==> src/rtl/prts_pkg.sv <==
// shared types and defaults for the priority round robin task scheduler
// no dependencies
`timescale 1ns / 1ps
`default_nettype none
package prts_pkg;

  localparam int NumTasksDef  = 32;
  localparam int NumLevelsDef = 64;
  localparam int TickBitsDef  = 32;

  // input word field widths
  localparam int KindW   = 3;
  localparam int IdW     = 5;
  localparam int PrioW   = 6;
  localparam int FieldTW = 32;
  localparam int InDataW  = 80;
  localparam int OutDataW = 40;

  typedef enum logic [KindW-1:0] {
    K_CREATE = 3'd0,
    K_SETP   = 3'd1,
    K_SCHED  = 3'd2,
    K_SLEEP  = 3'd3,
    K_WAKE   = 3'd4
  } kind_t;

  typedef enum logic [1:0] {
    ST_NONE    = 2'd0,
    ST_READY   = 2'd1,
    ST_RUNNING = 2'd2,
    ST_WAITING = 2'd3
  } status_t;

endpackage
`default_nettype wire

==> src/rtl/prts_ram.sv <==
// generic single write port ram with registered read
// no dependencies
`timescale 1ns / 1ps
`default_nettype none
module prts_ram #(
  parameter int WIDTH = 8,
  parameter int DEPTH = 32
) (
  input  wire logic                     clk,
  input  wire logic                     we,
  input  wire logic [$clog2(DEPTH)-1:0] waddr,
  input  wire logic [WIDTH-1:0]         wdata,
  input  wire logic [$clog2(DEPTH)-1:0] raddr,
  output logic      [WIDTH-1:0]         rdata
);

  logic [WIDTH-1:0] mem [0:DEPTH-1];

  always_ff @(posedge clk) begin
    if (we) begin
      mem[waddr] <= wdata;
    end
    rdata <= mem[raddr];
  end

endmodule
`default_nettype wire

==> src/rtl/priority_round_robin_task_scheduler_unit.sv <==
// top level of the priority round robin task scheduler
// uses prts_pkg and three prts_ram instances (levels, links, task table)
//
// channel  dir  tvalid/tready        tdata / tuser
// in_      in   in_tvalid/in_tready  one command word, kind in tuser
// out_     out  out_tvalid/out_tready one result word per command
//
// one command at a time through a sequencer; the path of each word is set by the
// read-modify-write of the task table, the level table and the link table
// rst_n clears the sequencer, ready bitmap, task status, period valid bits and current task
// a command is taken while the previous result still waits; the sequencer holds
// in its last state until the output register is free
`timescale 1ns / 1ps
`default_nettype none
module priority_round_robin_task_scheduler_unit #(
  parameter int NUM_TASKS  = prts_pkg::NumTasksDef,
  parameter int NUM_LEVELS = prts_pkg::NumLevelsDef,
  parameter int TICK_BITS  = prts_pkg::TickBitsDef
) (
  input  wire logic                          clk,
  input  wire logic                          rst_n,
  input  wire logic                          in_tvalid,
  output logic                               in_tready,
  // task_id[4:0], priority_req[10:5], period[42:11], now_tick[74:43]
  input  wire logic [prts_pkg::InDataW-1:0]  in_tdata,
  // kind[2:0]
  input  wire logic [prts_pkg::KindW-1:0]    in_tuser,
  output logic                               out_tvalid,
  input  wire logic                          out_tready,
  // running_task[4:0], running_valid[5], wake_time[37:6], no_ready_error[38]
  output logic [prts_pkg::OutDataW-1:0]      out_tdata
);

  localparam int TW = $clog2(NUM_TASKS);
  localparam int LW = $clog2(NUM_LEVELS);
  localparam int TB = TICK_BITS;
  localparam int TRW = LW + 2 * TB;

  typedef enum logic [3:0] {
    S_IDLE, S_T_RD, S_T_WR, S_ENQ_RD, S_ENQ_WR,
    S_DEQ_RD, S_DEQ_WT, S_DEQ_HD, S_DEQ_LW, S_DEQ_LK, S_DONE
  } state_t;

  state_t                state_r;
  logic                  is_create_r, is_setp_r, is_sleep_r;
  logic [TW-1:0]         t_r, cur_r, h_r, tail_r;
  logic                  cur_valid_r;
  logic [LW-1:0]         lvl_r;
  logic [LW-1:0]         prio_sat_r;
  logic [TB-1:0]         period_r, tick_r, wake_r;
  logic                  enq_r, deq_r, err_r;
  logic [NUM_LEVELS-1:0] bitmap_r;
  prts_pkg::status_t     status_r [0:NUM_TASKS-1];
  logic [NUM_TASKS-1:0]  pv_r;
  logic                  out_valid_r;
  logic [prts_pkg::OutDataW-1:0] out_data_r;

  // input fields
  logic [prts_pkg::IdW-1:0]   in_id;
  logic [prts_pkg::PrioW-1:0] in_prio;
  logic [TW-1:0]              id_t;
  logic                       id_ok;
  logic [LW-1:0]              prio_sat;
  assign in_id   = in_tdata[4:0];
  assign in_prio = in_tdata[10:5];
  assign id_t    = TW'(in_id);
  assign id_ok   = 32'(in_id) < 32'(NUM_TASKS);
  assign prio_sat = (32'(in_prio) > 32'(NUM_LEVELS - 1)) ? LW'(NUM_LEVELS - 1) : LW'(in_prio);

  // ram ports
  logic                 lv_we, lk_we, tk_we;
  logic [2*TW-1:0]      lv_wdata, lv_rdata;
  logic [TW-1:0]        lk_waddr, lk_rdata;
  logic [TRW-1:0]       tk_wdata, tk_rdata;

  prts_ram #(.WIDTH(2*TW), .DEPTH(NUM_LEVELS)) u_level_ram (
    .clk(clk), .we(lv_we), .waddr(lvl_r), .wdata(lv_wdata), .raddr(lvl_r), .rdata(lv_rdata)
  );
  prts_ram #(.WIDTH(TW), .DEPTH(NUM_TASKS)) u_link_ram (
    .clk(clk), .we(lk_we), .waddr(lk_waddr), .wdata(t_r), .raddr(h_r), .rdata(lk_rdata)
  );
  prts_ram #(.WIDTH(TRW), .DEPTH(NUM_TASKS)) u_task_ram (
    .clk(clk), .we(tk_we), .waddr(t_r), .wdata(tk_wdata), .raddr(t_r), .rdata(tk_rdata)
  );

  // task table word: prio, period, last ready tick
  logic [LW-1:0] old_prio;
  logic [TB-1:0] old_period, old_tick;
  logic [TW-1:0] lv_head, lv_tail;
  logic [LW-1:0] ff_lvl;
  assign old_prio   = tk_rdata[TRW-1 -: LW];
  assign old_period = pv_r[t_r] ? tk_rdata[2*TB-1 -: TB] : '0;
  assign old_tick   = tk_rdata[TB-1:0];
  assign lv_head    = lv_rdata[2*TW-1 -: TW];
  assign lv_tail    = lv_rdata[TW-1:0];

  always_comb begin
    ff_lvl = '0;
    for (int i = NUM_LEVELS - 1; i >= 0; i--) begin
      if (bitmap_r[i]) ff_lvl = LW'(i);
    end
  end

  always_comb begin
    tk_we    = (state_r == S_T_WR) && !is_sleep_r;
    tk_wdata = {is_create_r ? prio_sat_r : old_prio,
                is_setp_r ? period_r : old_period,
                is_setp_r ? old_tick : tick_r};
    lv_we    = 1'b0;
    lv_wdata = {t_r, t_r};
    lk_we    = 1'b0;
    lk_waddr = lv_tail;
    case (state_r)
      S_ENQ_WR: begin
        lv_we = 1'b1;
        if (bitmap_r[lvl_r]) begin
          lk_we    = 1'b1;
          lv_wdata = {lv_head, t_r};
        end
      end
      S_DEQ_LK: begin
        lv_we    = 1'b1;
        lv_wdata = {lk_rdata, tail_r};
      end
      default: ;
    endcase
  end

  assign in_tready  = (state_r == S_IDLE);
  assign out_tvalid = out_valid_r;
  assign out_tdata  = out_data_r;

  always_ff @(posedge clk) begin
    if (!rst_n) begin
      state_r     <= S_IDLE;
      cur_r       <= '0;
      cur_valid_r <= 1'b0;
      bitmap_r    <= '0;
      pv_r        <= '0;
      out_valid_r <= 1'b0;
      for (int i = 0; i < NUM_TASKS; i++) status_r[i] <= prts_pkg::ST_NONE;
    end else begin
      // in S_DONE the output register is always reloaded when it drains
      if (out_valid_r && out_tready && state_r != S_DONE) out_valid_r <= 1'b0;
      case (state_r)
        S_IDLE: begin
          if (in_tvalid) begin
            is_create_r <= 1'b0;
            is_setp_r   <= 1'b0;
            is_sleep_r  <= 1'b0;
            enq_r       <= 1'b0;
            deq_r       <= 1'b0;
            err_r       <= 1'b0;
            wake_r      <= '0;
            prio_sat_r  <= prio_sat;
            period_r    <= TB'(in_tdata[42:11]);
            tick_r      <= TB'(in_tdata[74:43]);
            state_r     <= S_DONE;
            case (in_tuser)
              prts_pkg::K_CREATE: begin
                if (id_ok && status_r[id_t] != prts_pkg::ST_READY &&
                    status_r[id_t] != prts_pkg::ST_RUNNING) begin
                  status_r[id_t] <= prts_pkg::ST_READY;
                  t_r <= id_t;
                  is_create_r <= 1'b1;
                  enq_r <= 1'b1;
                  state_r <= S_T_RD;
                end
              end
              prts_pkg::K_SETP: begin
                if (id_ok) begin
                  t_r <= id_t;
                  is_setp_r <= 1'b1;
                  state_r <= S_T_RD;
                end
              end
              prts_pkg::K_SCHED: begin
                deq_r <= 1'b1;
                if (cur_valid_r && status_r[cur_r] == prts_pkg::ST_RUNNING) begin
                  status_r[cur_r] <= prts_pkg::ST_READY;
                  t_r <= cur_r;
                  enq_r <= 1'b1;
                  state_r <= S_T_RD;
                end else begin
                  state_r <= S_DEQ_RD;
                end
              end
              prts_pkg::K_SLEEP: begin
                deq_r <= 1'b1;
                if (cur_valid_r) begin
                  status_r[cur_r] <= prts_pkg::ST_WAITING;
                  t_r <= cur_r;
                  is_sleep_r <= 1'b1;
                  state_r <= S_T_RD;
                end else begin
                  state_r <= S_DEQ_RD;
                end
              end
              prts_pkg::K_WAKE: begin
                if (id_ok && status_r[id_t] == prts_pkg::ST_WAITING) begin
                  status_r[id_t] <= prts_pkg::ST_READY;
                  t_r <= id_t;
                  enq_r <= 1'b1;
                  state_r <= S_T_RD;
                end
              end
              default: ;
            endcase
          end
        end
        S_T_RD: state_r <= S_T_WR;
        S_T_WR: begin
          if (is_sleep_r) begin
            wake_r <= old_period + old_tick;
          end else begin
            pv_r[t_r] <= 1'b1;
          end
          lvl_r   <= is_create_r ? prio_sat_r : old_prio;
          state_r <= enq_r ? S_ENQ_RD : (deq_r ? S_DEQ_RD : S_DONE);
        end
        S_ENQ_RD: state_r <= S_ENQ_WR;
        S_ENQ_WR: begin
          bitmap_r[lvl_r] <= 1'b1;
          state_r <= deq_r ? S_DEQ_RD : S_DONE;
        end
        S_DEQ_RD: begin
          if (bitmap_r == '0) begin
            err_r   <= 1'b1;
            state_r <= S_DONE;
          end else begin
            lvl_r   <= ff_lvl;
            state_r <= S_DEQ_WT;
          end
        end
        S_DEQ_WT: state_r <= S_DEQ_HD;
        S_DEQ_HD: begin
          cur_r       <= lv_head;
          cur_valid_r <= 1'b1;
          status_r[lv_head] <= prts_pkg::ST_RUNNING;
          h_r    <= lv_head;
          tail_r <= lv_tail;
          if (lv_head == lv_tail) begin
            bitmap_r[lvl_r] <= 1'b0;
            state_r <= S_DONE;
          end else begin
            state_r <= S_DEQ_LW;
          end
        end
        S_DEQ_LW: state_r <= S_DEQ_LK;
        S_DEQ_LK: state_r <= S_DONE;
        S_DONE: begin
          if (!out_valid_r || out_tready) begin
            out_valid_r <= 1'b1;
            out_data_r  <= {1'b0, err_r, 32'(wake_r), cur_valid_r,
                            prts_pkg::IdW'(cur_r)};
            state_r     <= S_IDLE;
          end
        end
        default: state_r <= S_IDLE;
      endcase
    end
  end

`ifndef SYNTHESIS
  a_valid_sticks: assert property (@(posedge clk) disable iff (!rst_n)
    cur_valid_r |=> cur_valid_r) else $error("running valid dropped");
  a_enq_sets_ready: assert property (@(posedge clk) disable iff (!rst_n)
    state_r == S_ENQ_WR |=> bitmap_r[$past(lvl_r)]) else $error("enqueue left level empty");
  a_cur_created: assert property (@(posedge clk) disable iff (!rst_n)
    (cur_valid_r && state_r == S_IDLE) |-> status_r[cur_r] != prts_pkg::ST_NONE)
    else $error("current task never created");
  a_err_keeps_cur: assert property (@(posedge clk) disable iff (!rst_n)
    (state_r == S_DEQ_RD && bitmap_r == '0) |=> $stable(cur_r))
    else $error("current task changed with no ready task");
`endif

endmodule
`default_nettype wire
==> config.mk <==
export PLATFORM = sky130hd
export DESIGN_NAME = priority_round_robin_task_scheduler_unit
export DESIGN_NICKNAME = d
export VERILOG_FILES = /design/src/rtl/prts_pkg.sv /design/src/rtl/prts_ram.sv /design/src/rtl/priority_round_robin_task_scheduler_unit.sv
export SDC_FILE = /design/constraint.sdc
export NUM_CORES = 2
export LEC_CHECK = 0
export BUFFER_PORTS_ARGS = -buffer_cell sky130_fd_sc_hd__buf_4
export CAP_MARGIN = 20
export CORE_MARGIN = 10
export CORE_UTILIZATION = 38
export DETAILED_ROUTE_END_ITERATION = 12
export GPL_TIMING_DRIVEN = 0
export PLACE_DENSITY = 0.6
export SYNTH_ARGS = -nofsm -noshare
export SYNTH_HDL_FRONTEND = slang
export SYNTH_HIERARCHICAL = 1
export SYNTH_SLANG_ARGS = --single-unit
==> constraint.sdc <==
create_clock -name clk -period 5.8 [get_ports clk]
set_clock_uncertainty 0.2 [all_clocks]
set_input_delay 0.29 -clock clk [delete_from_list [all_inputs] [get_ports clk]]
set_output_delay 0.29 -clock clk [all_outputs]
set_load 0.01 [all_outputs]
### After elaboration in Yosys (flattened, before gate mapping)

Memory sizes are Yosys's and may differ from the RTL's. A register that Yosys moved wholly into a read port is not among the register bits.
Cells that the tools add are included.

* input bits: 87
* flip-flop bits (word level): 275
* latch bits: 0
* memory bits (read-only): 0
* output and inout bits: 42
* memories kept: 4
* RAM bits: 3104
* word-level logic and storage cells: 261

Memories
* u_task_ram.mem: depth 32, width 70, read ports 1, clocked after Yosys merged registers in 1, wr ports 1, RTL line prts_ram.sv:17 `logic [WIDTH-1:0] mem [0:DEPTH-1];`
* u_level_ram.mem: depth 64, width 10, read ports 1, clocked after Yosys merged registers in 1, wr ports 1, RTL line prts_ram.sv:17
* u_link_ram.mem: depth 32, width 5, read ports 1, clocked after Yosys merged registers in 1, wr ports 1, RTL line prts_ram.sv:17
* status_r: depth 32, width 2, read ports 2, clocked after Yosys merged registers in 1, wr ports 32, RTL line priority_round_robin_task_scheduler_unit.sv:53 `prts_pkg::status_t status_r [0:NUM_TASKS-1];`

* shift operators: 0
* $mul: 0
* bitwise gates (word level): 7
* equality and inequality tests: 30
* div/mod/pow operators: 0
* $lt $le $gt $ge: 4
* mux-type cells: 161
* add/subtract/negate cells: 1
* reductions and logical operators: 33

Operators with widths (number)
* 6-bit 2-to-1 mux: 66
* 32-bit 2-to-1 mux: 5
* 64-bit case mux with 2 select lines: 1
* 64-bit AND: 1
* 64-bit logical NOT: 1
* 64-bit 2-to-1 mux: 1
* 64-bit inverter: 1
* 64-bit bitwise OR: 1
* 32-bit case mux with 2 select lines: 1
* 1-bit 2-to-1 mux: 51
* 5-bit 2-to-1 mux: 9
* 4-bit case mux with 11 select lines: 1
* 32-bit adder: 1
* 32-bit bitwise OR: 1
* 4-bit 2-to-1 mux: 7
* 5-bit case mux with 5 select lines: 1
* 2-bit inequality test, second input constant: 11
* 10-bit case mux with 2 select lines: 1
* 4-bit case mux with 5 select lines: 1
* 4-bit by 3-bit equality test with 1-bit output, second input constant: 4
* 4-bit equality test, second input constant: 3
* 2-bit 2-to-1 mux: 6
* 6-bit case mux with 2 select lines: 1
* 10-bit 2-to-1 mux: 1
* 34 further kinds: 59

### Longest topological paths before layout

* depth in word-level cells: 66
* depth in mapped cells: 19
* gate-level depth less buffers: 17

### By module

The synthesis kept the hierarchy.

Modules (own cells, without submodules)
* prts_ram (u_task_ram): seq. area each 68665.9 um^2, cells an instance 3388, area each 86389.1 um^2, instances 1
* prts_ram (u_level_ram): seq. area each 19418.6 um^2, cells an instance 1118, area each 25101.6 um^2, instances 1
* priority_round_robin_task_scheduler_unit: seq. area each 9208.8 um^2, cells an instance 1657, area each 17759.5 um^2, instances 1
* prts_ram (u_link_ram): seq. area each 4904.7 um^2, cells an instance 277, area each 6344.8 um^2, instances 1

### Worst setup path after synthesis

No wires, ideal clock.

* path kind: register to register
* start: register state_r[2]
* end: memory status_r[24][0] in the netlist's numbering, enable pin
* cell stages (with the launch flop): 12
* arrival time: 4.991 ns
* required time: 5.273 ns
* buffers on the path: 2
* clock period less this slack: 5.518 ns
* library setup time: 0.327 ns
* path slack: 0.282 ns
* cells stage by stage: dfxtp_1 buf_2 nor4_1 nand3_1 inv_1 nand3_1 nor3_2 mux2i_1 a21oi_1 or3_1 buf_2 o21ai_0

RTL lines
* start: declaration: RTL line priority_round_robin_task_scheduler_unit.sv:44 `state_t state_r;`
* start signal: assignment: RTL line priority_round_robin_task_scheduler_unit.sv:219 `state_r <= enq_r ? S_ENQ_RD : (deq_r ? S_DEQ_RD : S_DONE);`
* start signal: assignment: RTL line priority_round_robin_task_scheduler_unit.sv:224 `state_r <= deq_r ? S_DEQ_RD : S_DONE;`
* end: declaration: RTL line priority_round_robin_task_scheduler_unit.sv:53

### Worst setup path after layout

* start: register t_r[0]
* end: register wake_r[30] (data pin)

* longest elaborated chain between the ends: 6

Ends and longest elaborated chain
* start: declaration: RTL line priority_round_robin_task_scheduler_unit.sv:46 `logic [TW-1:0] t_r, cur_r, h_r, tail_r;`
* start signal: assignment: RTL line priority_round_robin_task_scheduler_unit.sv:164 `t_r <= id_t;`
* start signal: assignment: RTL line priority_round_robin_task_scheduler_unit.sv:172 `t_r <= id_t;`
* start signal: assignment: RTL line priority_round_robin_task_scheduler_unit.sv:181 `t_r <= cur_r;`
* 1-bit binary-select mux with 5-bit select: RTL line priority_round_robin_task_scheduler_unit.sv:92 `assign old_period = pv_r[t_r] ? tk_rdata[2*TB-1 -: TB] : '0;`
* 1-bit 2-to-1 mux (not written as such): RTL line priority_round_robin_task_scheduler_unit.sv:92
* 32-bit 2-to-1 mux: RTL line priority_round_robin_task_scheduler_unit.sv:92
* 32-bit adder: RTL line priority_round_robin_task_scheduler_unit.sv:214 `wake_r <= old_period + old_tick;`
* 32-bit 2-to-1 mux: RTL line priority_round_robin_task_scheduler_unit.sv:213 `if (is_sleep_r) begin`
* 32-bit case mux with 2 select lines: RTL line priority_round_robin_task_scheduler_unit.sv:145 `case (state_r)`
* end signal: assignment: RTL line priority_round_robin_task_scheduler_unit.sv:214
* end: declaration: RTL line priority_round_robin_task_scheduler_unit.sv:50 `logic [TB-1:0] period_r, tick_r, wake_r;`

Every way passes these cells. The select of a mux whose other input is x is not followed.
A chain may end at the register's enable or synchronous reset.

==> reports/qor.csv <==
metric,value,unit
nNetsFinal,7403,
reg2reg_depth,20,
dp_hpwl,266400,um
peakVddDrop,0.2662,mV
initial_core_util,0.3812,
synth_area,135600,um^2
synthArstFlopShare,0,
h-tree-depth,5,
syn_to_final_growth,18.30,%
slew_headroom,0.1772,
start_kind,register,
ys_ff_latch,3469,
met3_usage,0.03556,
postRouteAntennaNets,0,
drc,0,
worst_ep_required_time,6.40,ns
ff2ff_setup_slack,0.18,ns
synthMuxAreaShare,0.1737,
p_leak,50.79,nW
die_w,617.4,um
synthFlopType,edfxtp_1,
vias_per_cell,5.751,
yosys.area_share.simple,0.02951,
placed_cell_area,146400,um^2
max_freq,178.0,MHz
io_pins,129,
postSynthAreaPerCell,21.06,um^2
synth_edf_count,3272,
ys_warn_count,6,
hold_path.class,in2reg,
clock_path_buffers,4,
drt-total-wl,390500,um
grt_pass1_vias,71046,
cts_tree,built,
path_max_fanout,10,
clkTransAtPathRegs,0.07,ns
fp.dieH,617.4,um
critical_path_class,reg2reg,
worstMarginPinSlew,1.234,ns
hold_viol,0,
critPathCaptureType,register,
place_worst_setup_slack,-2.400,ns
busiest_layer,met2,
grt_overflow_total,0,
status,"finished, final reports clean",
power_density,352.1,nW/um^2
final_layout_size_suffix_gt1_frac,0.2876,
wl_per_cell,31.63,um
synth_xor_area_frac,0.001679,
grtUsageMet1,0.2677,
cts_buffers,362,
drv_slew,0,
stdcell_area,160400,um^2
clkLatencyLatePin,0.96,ns
cap_violations,0,
n_fill_cell,29921,
ys_seq_area_frac,0.7537,
syn_inst,6440,
mostFrequentLayoutCells,"3272 x edfxtp_1, 907 x mux4_2, 365 x clkbuf_16",
syn_nets,6560,
postLayoutSetupSlackWorst,0.1808,ns
grt_pass1_wl,547800,um
grt_max_degree,65,
holdPathStages,5,
first_pass_iters,5,
io_buffer_count,118,
arrival,6.22,ns
first_iter_violations,8535,
core_area,355700,um^2
cts_sinks,3469,
synth_top_family_by_area,multiplexers,
rsz0062_at_grt,false,
use_met2,0.3332,
die_area,381100,um^2
antenna_found_initial,21,
clock-root-buffer,clkbuf_16,
synth_cell_types,82,
setup_viol,0,
synth_compound_area_frac,0.02532,
gp_congestion,0.8511,
synth-adder-area-share,0.003100,
final.period_utilization,0.9688,
fin_crit,5.619,ns
num_rows,219,
layout_commonest_cell,edfxtp_1,
grt_usage,0.1993,
vias,71012,
[metrics by stage]
step                hold WS (ns)  total power [mW]  TNS, ns  utilization  std cells
floorplan                 0.1889             31.48        0            -       6440
global placement          0.2060             33.19        -       0.4004      11309
detailed placement        0.2045             33.41   -44.69       0.4116      11485
CTS                       0.1480             56.84        0       0.4503      12317
global route              0.2108             58.13        0       0.4510      12340
finish                    0.2046             56.49        0       0.4510      12347
[registers in the layout (all words and copies together), names as in the netlist, 39 cells and up, named ones only]
signal / cells
u_task_ram/rdata: 70
out_tdata: 39
u_task_ram/mem: 2240
u_level_ram/mem: 640
u_link_ram/mem: 160
status_r: 64
[synthesized netlist by cell type, drive strengths merged, types with 9 or more instances]
| cell | number | share of area |
|---|---|---|
| mux2 | 176 | 0.015 |
| buf | 160 | 0.0067 |
| o211ai | 12 | 0.00066 |
| a221oi | 24 | 0.0016 |
| nand2b | 49 | 0.0023 |
| o21ai | 95 | 0.0035 |
| a22oi | 24 | 0.0013 |
| ha | 32 | 0.0030 |
| a21oi | 118 | 0.0044 |
| nand3 | 36 | 0.0013 |
| a22o | 13 | 0.00084 |
| nor2b | 40 | 0.0018 |
| o31ai | 11 | 0.00061 |
| a31oi | 15 | 0.00069 |
| nor3 | 54 | 0.0021 |
| and2 | 42 | 0.0019 |
| nand2 | 98 | 0.0027 |
| or3 | 12 | 0.00055 |
| edfxtp | 3272 | 0.72 |
| xnor2 | 15 | 0.00097 |
| and3 | 15 | 0.00069 |
| mux2i | 113 | 0.0083 |
| o22ai | 30 | 0.0014 |
| nor3b | 12 | 0.00066 |
| inv | 36 | 0.0010 |
| a211oi | 59 | 0.0033 |
| a311oi | 32 | 0.0021 |
| a21o | 13 | 0.00072 |
| nand3b | 23 | 0.0013 |
| dfxtp | 197 | 0.029 |
| nor2 | 375 | 0.010 |
| mux4 | 907 | 0.15 |
| nor4 | 24 | 0.0011 |
| clkbuf | 186 | 0.0051 |
| or3b | 9 | 0.00058 |
| xor2 | 11 | 0.00071 |
[metal layers]
layer / vias up / wire, um
met5: - / 61
met4: 10 / 13760
met3: 628 / 31760
met2: 3380 / 191700
met1: 38351 / 153200
li1: 28643 / -
[power by group]
group | leakage (nW) | switching, mW | total (mW) | internal, mW
Sequential | 31.3 | 0.384 | 28.8 | 28.4
Clock | 5.89 | 9.78 | 23.5 | 13.7
Combinational | 13.6 | 2.75 | 4.20 | 1.44
Total | 50.8 | 12.9 | 56.5 | 43.6
[layout make-up]
type	instances	area, um^2	area share
diodes	8	20.02	0.0001248
plain buffers	343	1618	0.01009
clock buffers	465	9769	0.06090
clock inverters	204	2301	0.01434
inverters	38	147.6	0.0009204
multi-input cells	2587	32000	0.1995
flip-flops and latches	3469	102200	0.6371
well taps	4751	5944	0.03706
repair buffers	482	6414	0.03998
[path summary, 6_finish.rpt]
check,startpoint,to
hold reg to reg,wake_r[23],out_tdata[29]
setup / recovery,t_r[0],wake_r[30]
hold / removal,out_tready,out_tvalid
setup reg to reg,t_r[0],wake_r[30]
[cells by family (layout without fill, tap and decap cells)]
kind of cell | count (synthesis) | in the layout
AND/OR/NAND/NOR | 823 | 823
adder cells (fa/ha/maj) | 33 | 33
other | 1 | 9
XOR/XNOR | 26 | 26
buffers and inverters | 384 | 1532
AO/OA/AOI/OAI | 508 | 508
multiplexers | 1196 | 1196
flip-flops | 3469 | 3469
[worst max-delay path, stage by stage (launching register included)]
cell and delay, ns:
edfxtp_1 0.32, buf_4 0.15, clkbuf_4 0.21, buf_4 0.23
mux4_2 0.52, a22oi_1 0.21, nand4_1 0.12, buf_4 0.21
buf_4 0.20, clkbuf_4 0.26, and2_2 0.34, ha_1 0.35
or2_2 0.32, o311a_1 0.16, o21ai_1 0.26, a31oi_1 0.20
o21ai_2 0.28, a21oi_1 0.19, and3_1 0.25, o32ai_2 0.29
mux2i_1 0.21
[what timing repair did]
action,in CTS,in global routing
resized for setup,23,10
hold endpoints to repair,150,0
pin swaps,2,2
buffers inserted,9,1
hold buffers,155,0
endpoints found under the setup margin,32,10
Power figures use the tool's default switching activity.
